[config.mk]
export PLATFORM = sky130hd
export DESIGN_NAME = glyph_blit_address_generator_core
export DESIGN_NICKNAME = d
export VERILOG_FILES = /design/src/rtl/gba_pkg.sv /design/src/rtl/gba_cfg_regs.sv /design/src/rtl/gba_datapath.sv /design/src/rtl/gba_ctrl.sv /design/src/rtl/glyph_blit_address_generator_core.sv
export VERILOG_INCLUDE_DIRS = /design/src /design/src/rtl
export SDC_FILE = /design/constraint.sdc
export NUM_CORES = 2
export LEC_CHECK = 0
export BUFFER_PORTS_ARGS = -buffer_cell sky130_fd_sc_hd__buf_2
export CORE_ASPECT_RATIO = 2
export CORE_MARGIN = 2
export CORE_UTILIZATION = 40
export CTS_BUF_LIST = sky130_fd_sc_hd__clkbuf_4
export CTS_CLUSTER_SIZE = 40
export DETAILED_ROUTE_END_ITERATION = 10
export GPL_ROUTABILITY_DRIVEN = 0
export PLACE_DENSITY = 0.55
export REMOVE_ABC_BUFFERS = 1
export SYNTH_ARGS = -nofsm -noshare
export SYNTH_HDL_FRONTEND = slang
export SYNTH_SLANG_ARGS = --single-unit
[constraint.sdc]
create_clock -name clk_i -period 7.5 [get_ports clk_i]
set_clock_uncertainty 0.15 [all_clocks]
set_input_delay 0.375 -clock clk_i [delete_from_list [all_inputs] [get_ports clk_i]]
set_output_delay 0.375 -clock clk_i [all_outputs]
set_load 0.01 [all_outputs]
[src/rtl/glyph_blit_address_generator_core_macros.svh]
// Assertion macros for the glyph blit address generator.
// Included by the RTL modules that carry concurrent checks; needs no other file.
`ifndef GLYPH_BLIT_ADDRESS_GENERATOR_CORE_MACROS_SVH
`define GLYPH_BLIT_ADDRESS_GENERATOR_CORE_MACROS_SVH

`ifndef SYNTHESIS
// Plain property check, disabled while reset is asserted.
`define GBA_ASSERT(lbl, clk, rstn, prop) \
  lbl: assert property (@(posedge clk) disable iff (!rstn) (prop)) \
    else $error("glyph blit assertion failed");
// Antecedent in one cycle implies consequent in the next.
`define GBA_ASSERT_NEXT(lbl, clk, rstn, ante, cons) \
  lbl: assert property (@(posedge clk) disable iff (!rstn) (ante) |=> (cons)) \
    else $error("glyph blit assertion failed");
`else
`define GBA_ASSERT(lbl, clk, rstn, prop)
`define GBA_ASSERT_NEXT(lbl, clk, rstn, ante, cons)
`endif

`endif

[src/rtl/gba_pkg.sv]
// Shared types and constants of the glyph blit address generator.
// No dependencies; used by every module of the block.
`default_nettype none

package gba_pkg;

  // First and last drawable character codes.
  localparam logic [7:0] FIRST_CODE = 8'd33;
  localparam logic [7:0] LAST_CODE  = 8'd127;

  // Width of the atlas cell index (code - 33) * glyph size, at most 94 * 64.
  localparam int unsigned N_W = 13;

  // Configuration register indexes.
  localparam logic [2:0] REG_GLYPH_SIZE  = 3'd0;
  localparam logic [2:0] REG_SPACING     = 3'd1;
  localparam logic [2:0] REG_OFFSET_Y    = 3'd2;
  localparam logic [2:0] REG_OFFSET_X    = 3'd3;
  localparam logic [2:0] REG_ATLAS_WIDTH = 3'd4;
  localparam logic [2:0] REG_DEST_WIDTH  = 3'd5;
  localparam logic [2:0] REG_DEST_HEIGHT = 3'd6;

  typedef struct packed {
    logic [6:0]  glyph_size;
    logic [7:0]  spacing;
    logic [11:0] offset_y;
    logic [11:0] offset_x;
    logic [12:0] atlas_width;
    logic [15:0] dest_width;
    logic [15:0] dest_height;
  } gba_cfg_t;

  typedef enum logic [2:0] {
    ST_IDLE,
    ST_CALC,
    ST_DIV,
    ST_MUL1,
    ST_MUL2,
    ST_LOAD,
    ST_EMIT
  } gba_state_e;

  // Commands from the controller to the datapath.
  typedef struct packed {
    logic latch_in;
    logic calc;
    logic div_step;
    logic mul1;
    logic mul2;
    logic load;
    logic advance;
  } gba_cmd_t;

  // Status from the datapath to the controller.
  typedef struct packed {
    logic skip;
    logic last;
  } gba_sts_t;

endpackage

`default_nettype wire

[src/rtl/gba_cfg_regs.sv]
// Configuration register file of the glyph blit address generator.
// Depends on gba_pkg for the register indexes and the configuration struct.
`default_nettype none

module gba_cfg_regs (
  input  wire logic             clk_i,
  input  wire logic             rst_ni,
  input  wire logic             cfg_valid_i,
  output logic                  cfg_ready_o,
  input  wire logic [2:0]       cfg_index_i,
  input  wire logic [15:0]      cfg_data_i,
  output gba_pkg::gba_cfg_t     cfg_o
);

  gba_pkg::gba_cfg_t cfg_q, cfg_d;

  assign cfg_ready_o = 1'b1;

  always_comb begin
    cfg_d = cfg_q;
    if (cfg_valid_i) begin
      unique case (cfg_index_i)
        gba_pkg::REG_GLYPH_SIZE:  cfg_d.glyph_size  = cfg_data_i[6:0];
        gba_pkg::REG_SPACING:     cfg_d.spacing     = cfg_data_i[7:0];
        gba_pkg::REG_OFFSET_Y:    cfg_d.offset_y    = cfg_data_i[11:0];
        gba_pkg::REG_OFFSET_X:    cfg_d.offset_x    = cfg_data_i[11:0];
        gba_pkg::REG_ATLAS_WIDTH: cfg_d.atlas_width = cfg_data_i[12:0];
        gba_pkg::REG_DEST_WIDTH:  cfg_d.dest_width  = cfg_data_i[15:0];
        gba_pkg::REG_DEST_HEIGHT: cfg_d.dest_height = cfg_data_i[15:0];
        default: ;
      endcase
    end
  end

  always_ff @(posedge clk_i or negedge rst_ni) begin
    if (!rst_ni) begin
      cfg_q.glyph_size  <= 7'd8;
      cfg_q.spacing     <= 8'd0;
      cfg_q.offset_y    <= 12'd0;
      cfg_q.offset_x    <= 12'd0;
      cfg_q.atlas_width <= 13'd1024;
      cfg_q.dest_width  <= 16'd1024;
      cfg_q.dest_height <= 16'd64;
    end else begin
      cfg_q <= cfg_d;
    end
  end

  assign cfg_o = cfg_q;

endmodule

`default_nettype wire

[src/rtl/gba_datapath.sv]
// Datapath of the glyph blit address generator: cell index, restoring divider,
// offset multipliers and the row offset accumulators. Depends on gba_pkg.
`default_nettype none

module gba_datapath #(
  parameter int unsigned BYTES_PER_PIXEL = 4,
  parameter int unsigned MAX_GLYPH       = 64
) (
  input  wire logic              clk_i,
  input  wire logic [7:0]        char_code_i,
  input  wire logic [11:0]       char_position_i,
  input  wire gba_pkg::gba_cfg_t cfg_i,
  input  wire gba_pkg::gba_cmd_t cmd_i,
  output gba_pkg::gba_sts_t      sts_o,
  output logic [31:0]            src_offset_o,
  output logic [31:0]            dest_offset_o,
  output logic                   last_row_o
);

  localparam int unsigned NW = gba_pkg::N_W;
  localparam logic [31:0] BPP = 32'(BYTES_PER_PIXEL);
  localparam logic [6:0]  GMAX = 7'(MAX_GLYPH);

  logic [7:0]    code_q;
  logic [11:0]   pos_q;
  logic [NW-1:0] quot_q;
  logic [NW-1:0] rem_q;
  logic [27:0]   oyd_q;
  logic [19:0]   prod1_q;
  logic [20:0]   pd_q;
  logic [31:0]   prod2_q;
  logic [31:0]   dsum_q;
  logic [31:0]   src_q;
  logic [31:0]   dest_q;
  logic [6:0]    rows_q;

  logic [6:0]    g;
  logic [7:0]    code_diff;
  logic [13:0]   n_full;
  logic [NW:0]   rem_sh;
  logic          q_bit;
  logic [8:0]    pitch;
  logic [32:0]   prod2_full;
  logic [31:0]   src_sum;
  logic [31:0]   src_step;
  logic [31:0]   dest_step;

  // Glyph sizes above the largest cell are clamped.
  assign g = (cfg_i.glyph_size > GMAX) ? GMAX : cfg_i.glyph_size;

  assign code_diff = code_q - gba_pkg::FIRST_CODE;
  assign n_full    = 14'(code_diff[6:0]) * 14'(g);

  // One quotient bit per cycle; rem_q stays below atlas_width.
  assign rem_sh = {rem_q, quot_q[NW-1]};
  assign q_bit  = (rem_sh >= {1'b0, cfg_i.atlas_width});

  assign pitch      = {2'b00, g} + {1'b0, cfg_i.spacing};
  assign prod2_full = 33'(prod1_q) * 33'(cfg_i.atlas_width);
  assign src_sum    = prod2_q + {{(32-NW){1'b0}}, rem_q};
  assign src_step   = {19'd0, cfg_i.atlas_width} * BPP;
  assign dest_step  = {16'd0, cfg_i.dest_width} * BPP;

  always_ff @(posedge clk_i) begin
    if (cmd_i.latch_in) begin
      code_q <= char_code_i;
      pos_q  <= char_position_i;
    end
    if (cmd_i.calc) begin
      quot_q <= n_full[NW-1:0];
      rem_q  <= '0;
      oyd_q  <= 28'(cfg_i.offset_y) * 28'(cfg_i.dest_width);
    end
    if (cmd_i.div_step) begin
      quot_q <= {quot_q[NW-2:0], q_bit};
      rem_q  <= q_bit ? NW'(rem_sh - {1'b0, cfg_i.atlas_width}) : rem_sh[NW-1:0];
    end
    if (cmd_i.mul1) begin
      prod1_q <= 20'(quot_q) * 20'(g);
      pd_q    <= 21'(pos_q) * 21'(pitch);
    end
    if (cmd_i.mul2) begin
      prod2_q <= prod2_full[31:0];
      dsum_q  <= {4'd0, oyd_q} + {20'd0, cfg_i.offset_x} + {11'd0, pd_q};
    end
    if (cmd_i.load) begin
      src_q  <= src_sum * BPP;
      dest_q <= dsum_q * BPP;
      rows_q <= g;
    end else if (cmd_i.advance) begin
      src_q  <= src_q + src_step;
      dest_q <= dest_q + dest_step;
      rows_q <= rows_q - 7'd1;
    end
  end

  always_comb begin
    sts_o.skip = (cfg_i.offset_y > cfg_i.dest_height[11:0] && cfg_i.dest_height[15:12] == 4'd0)
              || ({4'd0, cfg_i.offset_x} > cfg_i.dest_width)
              || (code_q < gba_pkg::FIRST_CODE) || (code_q > gba_pkg::LAST_CODE)
              || (g == 7'd0) || (cfg_i.atlas_width == 13'd0);
    sts_o.last = (rows_q == 7'd1);
  end

  assign src_offset_o  = src_q;
  assign dest_offset_o = dest_q;
  assign last_row_o    = (rows_q == 7'd1);

endmodule

`default_nettype wire

[src/rtl/gba_ctrl.sv]
// Controller state machine of the glyph blit address generator.
// Depends on gba_pkg and the assertion macro header.
`default_nettype none
`include "glyph_blit_address_generator_core_macros.svh"

module gba_ctrl (
  input  wire logic              clk_i,
  input  wire logic              rst_ni,
  input  wire logic              in_valid_i,
  output logic                   in_ready_o,
  output logic                   out_valid_o,
  input  wire logic              out_ready_i,
  input  wire gba_pkg::gba_sts_t sts_i,
  output gba_pkg::gba_cmd_t      cmd_o
);

  localparam int unsigned DIV_CNT_W = $clog2(gba_pkg::N_W);
  localparam logic [DIV_CNT_W-1:0] DIV_LAST = DIV_CNT_W'(gba_pkg::N_W - 1);

  gba_pkg::gba_state_e state_q, state_d;
  logic [DIV_CNT_W-1:0] div_cnt_q, div_cnt_d;

  always_comb begin
    state_d = state_q;
    unique case (state_q)
      gba_pkg::ST_IDLE: if (in_valid_i) state_d = gba_pkg::ST_CALC;
      gba_pkg::ST_CALC: state_d = sts_i.skip ? gba_pkg::ST_IDLE : gba_pkg::ST_DIV;
      gba_pkg::ST_DIV:  if (div_cnt_q == DIV_LAST) state_d = gba_pkg::ST_MUL1;
      gba_pkg::ST_MUL1: state_d = gba_pkg::ST_MUL2;
      gba_pkg::ST_MUL2: state_d = gba_pkg::ST_LOAD;
      gba_pkg::ST_LOAD: state_d = gba_pkg::ST_EMIT;
      gba_pkg::ST_EMIT: if (out_ready_i && sts_i.last) state_d = gba_pkg::ST_IDLE;
      default:          state_d = gba_pkg::ST_IDLE;
    endcase
  end

  always_comb begin
    cmd_o       = '0;
    in_ready_o  = 1'b0;
    out_valid_o = 1'b0;
    div_cnt_d   = div_cnt_q;
    unique case (state_q)
      gba_pkg::ST_IDLE: begin
        in_ready_o      = 1'b1;
        cmd_o.latch_in  = in_valid_i;
      end
      gba_pkg::ST_CALC: begin
        cmd_o.calc = 1'b1;
        div_cnt_d  = '0;
      end
      gba_pkg::ST_DIV: begin
        cmd_o.div_step = 1'b1;
        div_cnt_d      = div_cnt_q + DIV_CNT_W'(1);
      end
      gba_pkg::ST_MUL1: cmd_o.mul1 = 1'b1;
      gba_pkg::ST_MUL2: cmd_o.mul2 = 1'b1;
      gba_pkg::ST_LOAD: cmd_o.load = 1'b1;
      gba_pkg::ST_EMIT: begin
        out_valid_o   = 1'b1;
        cmd_o.advance = out_ready_i;
      end
      default: ;
    endcase
  end

  always_ff @(posedge clk_i or negedge rst_ni) begin
    if (!rst_ni) begin
      state_q   <= gba_pkg::ST_IDLE;
      div_cnt_q <= '0;
    end else begin
      state_q   <= state_d;
      div_cnt_q <= div_cnt_d;
    end
  end

  `GBA_ASSERT(a_div_cnt_range, clk_i, rst_ni, (state_q != gba_pkg::ST_DIV) || (div_cnt_q <= DIV_LAST))
  `GBA_ASSERT(a_no_overlap, clk_i, rst_ni, !(out_valid_o && in_ready_o))
  `GBA_ASSERT_NEXT(a_accept_to_calc, clk_i, rst_ni, in_valid_i && in_ready_o, state_q == gba_pkg::ST_CALC)
  `GBA_ASSERT_NEXT(a_last_to_idle, clk_i, rst_ni, out_valid_o && out_ready_i && sts_i.last, state_q == gba_pkg::ST_IDLE)
  `GBA_ASSERT_NEXT(a_load_to_emit, clk_i, rst_ni, cmd_o.load, out_valid_o)

endmodule

`default_nettype wire

[src/rtl/glyph_blit_address_generator_core.sv]
// A drawn character (code 33..127, origin not past the destination edges, nonzero glyph
// size and atlas width) is accepted, then the cell index is formed and bounds-checked, the
// bit-serial restoring divider splits the cell index by the atlas width, the offset
// multiplies and the load follow, and then one row beat per cycle is given while the
// output side is ready. A character that is not drawn gives no beat.
// The block works on one character at a time.
//
// Top level: configuration registers, controller and datapath.
// Depends on gba_pkg, gba_cfg_regs, gba_ctrl and gba_datapath.
`default_nettype none

module glyph_blit_address_generator_core #(
  parameter int unsigned BYTES_PER_PIXEL = 4,
  parameter int unsigned MAX_GLYPH       = 64
) (
  input  wire logic        clk_i,
  input  wire logic        rst_ni,
  // Configuration write channel.
  input  wire logic        cfg_valid_i,
  output logic             cfg_ready_o,
  input  wire logic [2:0]  cfg_index_i,
  input  wire logic [15:0] cfg_data_i,
  // Character input.
  input  wire logic        s_axis_tvalid,
  output logic             s_axis_tready,
  input  wire logic [23:0] s_axis_tdata,   // char_code [7:0], char_position [19:8]
  // Row copy commands.
  output logic             m_axis_tvalid,
  input  wire logic        m_axis_tready,
  output logic [63:0]      m_axis_tdata,   // src_offset [31:0], dest_offset [63:32]
  output logic             m_axis_tlast    // last_row
);

  gba_pkg::gba_cfg_t cfg;
  gba_pkg::gba_cmd_t cmd;
  gba_pkg::gba_sts_t sts;
  logic [31:0]       src_offset;
  logic [31:0]       dest_offset;

  gba_cfg_regs u_cfg (
    .clk_i       (clk_i),
    .rst_ni      (rst_ni),
    .cfg_valid_i (cfg_valid_i),
    .cfg_ready_o (cfg_ready_o),
    .cfg_index_i (cfg_index_i),
    .cfg_data_i  (cfg_data_i),
    .cfg_o       (cfg)
  );

  gba_ctrl u_ctrl (
    .clk_i       (clk_i),
    .rst_ni      (rst_ni),
    .in_valid_i  (s_axis_tvalid),
    .in_ready_o  (s_axis_tready),
    .out_valid_o (m_axis_tvalid),
    .out_ready_i (m_axis_tready),
    .sts_i       (sts),
    .cmd_o       (cmd)
  );

  gba_datapath #(
    .BYTES_PER_PIXEL (BYTES_PER_PIXEL),
    .MAX_GLYPH       (MAX_GLYPH)
  ) u_dp (
    .clk_i           (clk_i),
    .char_code_i     (s_axis_tdata[7:0]),
    .char_position_i (s_axis_tdata[19:8]),
    .cfg_i           (cfg),
    .cmd_i           (cmd),
    .sts_o           (sts),
    .src_offset_o    (src_offset),
    .dest_offset_o   (dest_offset),
    .last_row_o      (m_axis_tlast)
  );

  assign m_axis_tdata = {dest_offset, src_offset};

endmodule

`default_nettype wire
# Word level (Yosys, flattened, before mapping)
# Cells that the tools add are included.
[word_totals]
reg_bits = 337
inputBits = 48
out_inout_bits = 68
elab_cells = 111
[op_classes]
add_sub_neg = 10
mul = 5
n_lt_le_gt_ge = 6
n_eq_ne = 17
n_mux = 27
n_reduce_logical = 23
[op_table]
columns = ["op", "n"]
rows = [
  ["two-way mux 32 bit", 4],
  ["two-way mux 13 bit", 5],
  ["adder 32 x 15 -> 32 bit", 1],
  ["adder 32 x 18 -> 32 bit", 1],
  ["adder 29 x 21 -> 30 bit", 1],
  ["adder 30 x 13 -> 30 bit", 1],
  ["multiplier 20 x 13 -> 30 bit", 1],
  ["adder 28 x 12 -> 29 bit", 1],
  ["multiplier 12 x 16 -> 28 bit", 1],
  ["multiplier 12 x 9 -> 21 bit", 1],
  ["two-way mux 7 bit", 3],
  ["one-hot mux 3 bit (7 select lines)", 1],
  ["multiplier 13 x 7 -> 20 bit", 1],
  ["== test 3 bit (second input constant)", 6],
  ["> comparator 12 x 16 -> 1 bit", 1],
  [">= comparator 14 x 13 -> 1 bit", 1],
  ["AND reduction 2 bit", 7],
  ["zero test 13 bit", 1],
  ["multiplier 7 x 7 -> 13 bit", 1],
  ["subtractor 13 bit", 1],
  ["== test 3 x 2 -> 1 bit (second input constant)", 4],
  ["> comparator 12 bit", 1],
  ["adder 7 x 8 -> 9 bit", 1],
  ["two-way mux 1 bit", 9],
  ["21 further kinds", 33],
]

# Logic depth before layout (Yosys ltp)
[depth]
depth_word = 9
mapped_depth = 31

# Cells and area by module
# Synthesis repeated with hierarchy kept, for this count alone.
[unflattened]
hier_cells = 3969
hier_area_um2 = 39111.3
[modules_own_cells]
columns = ["module", "instances", "cells_per_inst", "area_per_inst_um2", "seq_area_each_um2"]
rows = [
  ["gba_datapath", 1, 3725, 35396.4, 7236.9],
  ["gba_cfg_regs", 1, 186, 3218.1, 2107.0],
  ["gba_ctrl", 1, 58, 496.7, 175.2],
]

# Least setup slack after synthesis
# OpenSTA, ideal clock, no wires.
[synth_timing]
kind = "flip-flop to flip-flop"
from = "reg u_cfg.cfg_q (netlist bit u_cfg.cfg_o[83])"
to = "reg u_dp.pd_q[20] (data pin)"
arrival_time_ps = 6368
t_required_ps = 7090
setup_slack_ps = 722
stages_incl_launch_ff = 31
synth_period_minus_slack_ps = 6778
cell_sequence = "dfrtp_1 > clkbuf_1 > nand2b_1 > inv_1 > clkbuf_1 > ha_1 > fa_1 > a21oi_1 > nor2_1 > nor2_1 > o21bai_1 > a21oi_1 > xnor2_1 > clkbuf_1 > nand2_1 > fa_1 > fa_1 > inv_1 > fa_1 > inv_1 > fa_1 > inv_1 > ha_1 > o21a_1 > o31a_1 > o211ai_1 > a21oi_1 > o31ai_1 > o211ai_1 > a21oi_1 > xnor2_1"
[synth_between]
elab_chain_len = 4
[synth_lines]
columns = ["element", "line", "rtl"]
rows = [
  ["start, declared", "gba_cfg_regs.sv:15", "gba_pkg::gba_cfg_t cfg_q, cfg_d;"],
  ["start signal, assigned", "gba_cfg_regs.sv:45", "cfg_q <= cfg_d;"],
  ["> comparator 7 bit", "gba_datapath.sv:49", "assign g = (cfg_i.glyph_size > GMAX) ? GMAX : cfg_i.glyph_size;"],
  ["two-way mux 7 bit (*)", "gba_datapath.sv:49", ""],
  ["adder 7 x 8 -> 9 bit (*)", "gba_datapath.sv:58", "assign pitch = {2'b00, g} + {1'b0, cfg_i.spacing};"],
  ["multiplier 12 x 9 -> 21 bit (*)", "gba_datapath.sv:80", "pd_q <= 21'(pos_q) * 21'(pitch);"],
  ["end signal, assigned", "gba_datapath.sv:80", ""],
  ["end, declared", "gba_datapath.sv:30", "logic [20:0] pd_q;"],
]
# Mark *: on every way between the ends. The rest lies on a longest branch, timed or not.
# A chain may end at the register's enable or synchronous reset.

# Worst setup path after layout
[layout_timing]
from = "reg u_cfg.cfg_q (netlist bit u_cfg.cfg_o[83])"
to = "reg u_dp.pd_q[19] (data pin)"
# The elaborated chain is that of the path after synthesis.

==> metrics.cfg <==
[sta]
hold_viol_final = 0
finalSetupTns_ns = 0
final_max_slew_viol_count = 0
tightest_slew_ns = 1.139
setup_viol_count_final = 0
max_freq_ghz = 0.1444
post-route-period-util = 0.9236
min_period_ns = 6.927
max_slew_margin = 0.2353
rsz0062_at_grt = no

[clock_network]
cts_sinks = 332
cts_buffers = 85
clock_path_buffers = 3
clock_latency_ns = 1.03
cts_root_buf = clkbuf_4
cts_max_level = 3
path_clk_slew_ns = 0.07
postCtsSetupBuffers = 0
cts_tree = yes

[worst_setup_path]
r2r_end = u_dp.pd_q[19]
required_ns = 8.07
crit_path_start_kind = flop
path_class = reg -> reg
rrSetupSlack_ns = 0.57
rr_worst_depth = 24
critical_path_arrival_ns = 7.49
setup.worst_path.end = u_dp.pd_q[19]
cp_max_fo = 20
critPathCaptureType = flop
rr_startpoint = u_cfg.cfg_o[83]
critPathLaunch = u_cfg.cfg_o[83]

[cells_and_area]
nets = 5096
area_delta_synth_final_pct = 10.06
layout-drive-gt1-share = 0.09864
layout_common_cells = inv_1 (610), nand2_1 (582), fa_1 (502)
final_common_cell = inv_1

[die]
rows = 162
pin_count = 116
dieWidth_um = 224.8
initial_core_util = 0.4016
dieArea_um2 = 100100
coreArea_um2 = 97090
die_h_um = 445.5

[placed_design]
portBuffers = 106
post-dp-hpwl_um = 90840

[global_routing]
overflow = 0
grt_max_degree = 60
grt_pass1_vias = 31420
grt_antenna_before_repair = 6
grt_pass1_wl_um = 173100
track_usage = 0.2296

[yosys]
synth_top_cell_area_share = 0.2578
synthesis.area_um2 = 38990
ys_types = 76
synth-edff-count = 241
syn_avg_cell_area_um2 = 9.718
synth_cells = 4012
synth_top_cell_by_area = fa_1
synth_sequential_area_ratio = 0.2442
yosysWarnings = 0
ys_async_sr_fraction = 0.2741
ys_top_cells_by_area = fa_1 (26%), edfxtp_1 (19%), ha_1 (12%)
synth_flop_cell = edfxtp_1
ys_ff_latch = 332

[job]
maxCapViolCount = 0

[routing]
ant_nets = 0
drt_wl_total_um = 112800
drc = 0
vias = 29100
viasPerCell = 5.297
first_iter_violations = 1204
wire_per_inst_um = 20.53
drt_first_pass_iters = 5

[hold_path]
holdPathStages = 3
hp-class = in -> reg

[run_status]
status = completed

-- metrics by stage --
step	std cells	area (um^2)	setup WS (ns)	hold WS, ns	utilization
6_report	5493	42910	0.5728	0.08795	0.4420
3_3_place_gp	5258	40930	0.4300	0.2918	0.4216
4_1_cts	5488	42880	0.3597	0.02213	0.4417
3_5_place_dp	5258	40930	0.4207	0.2975	0.4216
2_1_floorplan	3866	38410	0.7312	-0.07059	-
5_1_grt	5492	42910	0.05437	0.07131	0.4419
-- cell usage after synthesis, types with 19 or more instances --
cell type / instances
ha_1: 360
nand2b_1: 32
nand2_1: 583
mux2i_1: 23
nor2_1: 142
and2_1: 256
fa_1: 502
nor3_1: 35
clkbuf_1: 138
xnor2_1: 134
nor2b_1: 34
mux2_2: 73
a21oi_1: 151
a21o_1: 48
inv_1: 610
o21ai_0: 137
dfrtp_1: 87
and3_1: 19
o21bai_1: 19
a211oi_1: 31
nand3_1: 50
xor2_1: 72
o21a_1: 22
nand4_1: 23
edfxtp_1: 241
-- final cells by class --
class	instances	area [um^2]
Clock inverter	37	307.8
Tap cell	1230	1539
Clock buffer	122	915.9
Multi-Input combinational cell	2923	26640
Fill cell	9521	54180
Timing Repair Buffer	233	1682
Inverter	611	2293
Sequential cell	332	9519
Antenna cell	5	12.51
-- metal layers --
metal  up-vias  share of wire  track usage
met3       307          0.029      0.02838
li1      13400              -            -
met5         -        0.00012            0
met2       594           0.58       0.4667
met4         2          0.064       0.1370
met1     14790           0.32       0.2113
-- critical path, cell delays in order, from the launching register on --
cell      delay (ns)
dfrtp_1         0.50
nand2b_1        0.26
inv_1           0.10
buf_4           0.30
fa_1            0.28
a21oi_1         0.08
nor2_1          0.09
nor2_1          0.07
xnor2_1         0.83
and2_1          0.27
fa_1            0.42
ha_1            0.28
inv_1           0.04
fa_1            0.44
fa_1            0.54
inv_1           0.06
ha_1            0.34
and2_1          0.16
a311oi_1        0.35
a21oi_1         0.14
a41oi_1         0.26
a21oi_1         0.16
a211o_1         0.29
a21oi_1         0.18
xnor2_1         0.08
-- how the worst min path moves through the flow --
stage,startpoint,to,slack (ns)
4_1_cts,cfg_data_i[10],u_cfg.cfg_o[42],0.02
2_1_floorplan,rst_ni,u_cfg.cfg_o[0],-0.07
5_1_grt,cfg_data_i[15],u_cfg.cfg_o[31],0.07
6_report,cfg_data_i[15],u_cfg.cfg_o[15],0.09
3_5_place_dp,rst_ni,u_cfg.cfg_o[72],0.30
3_3_place_gp,rst_ni,u_cfg.cfg_o[72],0.29
-- logic make-up (layout without fill, tap and decap cells) --
group,after synthesis,count (layout),share of synthesized area
flops,332,332,0.2442
simple gates,1238,1238,0.1510
compound gates,516,516,0.08424
buf+inv,760,1003,0.07384
other cells,2,10,0.0001926
xor+xnor,206,206,0.04628
mux,96,96,0.02699
fa+ha+maj,862,862,0.3733
-- what timing repair did --
item,4_1_cts,5_1_grt
gates resized for setup,0,2
hold buffers,71,0
setup endpoints to repair,0,2
hold endpoints to repair,208,0
-- registers in the layout, indices dropped and copies added, names as in the netlist --
signal,cells
u_ctrl.div_cnt_q,4
u_cfg.cfg_o,84
u_dp.prod2_q,30
u_dp.prod1_q,20
u_dp.quot_q,13
u_dp.src_offset_o,30
u_dp.dest_offset_o,30
u_dp.oyd_q,28
u_dp.rem_q,13
u_dp.pos_q,12
u_dp.rows_q,7
u_dp.code_q,8
u_ctrl.state_q,3
u_dp.pd_q,21
u_dp.dsum_q,29
Power is left out: the tool's default activity adds up to more than one toggle a clock period on the data nets, which glitch-free logic cannot reach.
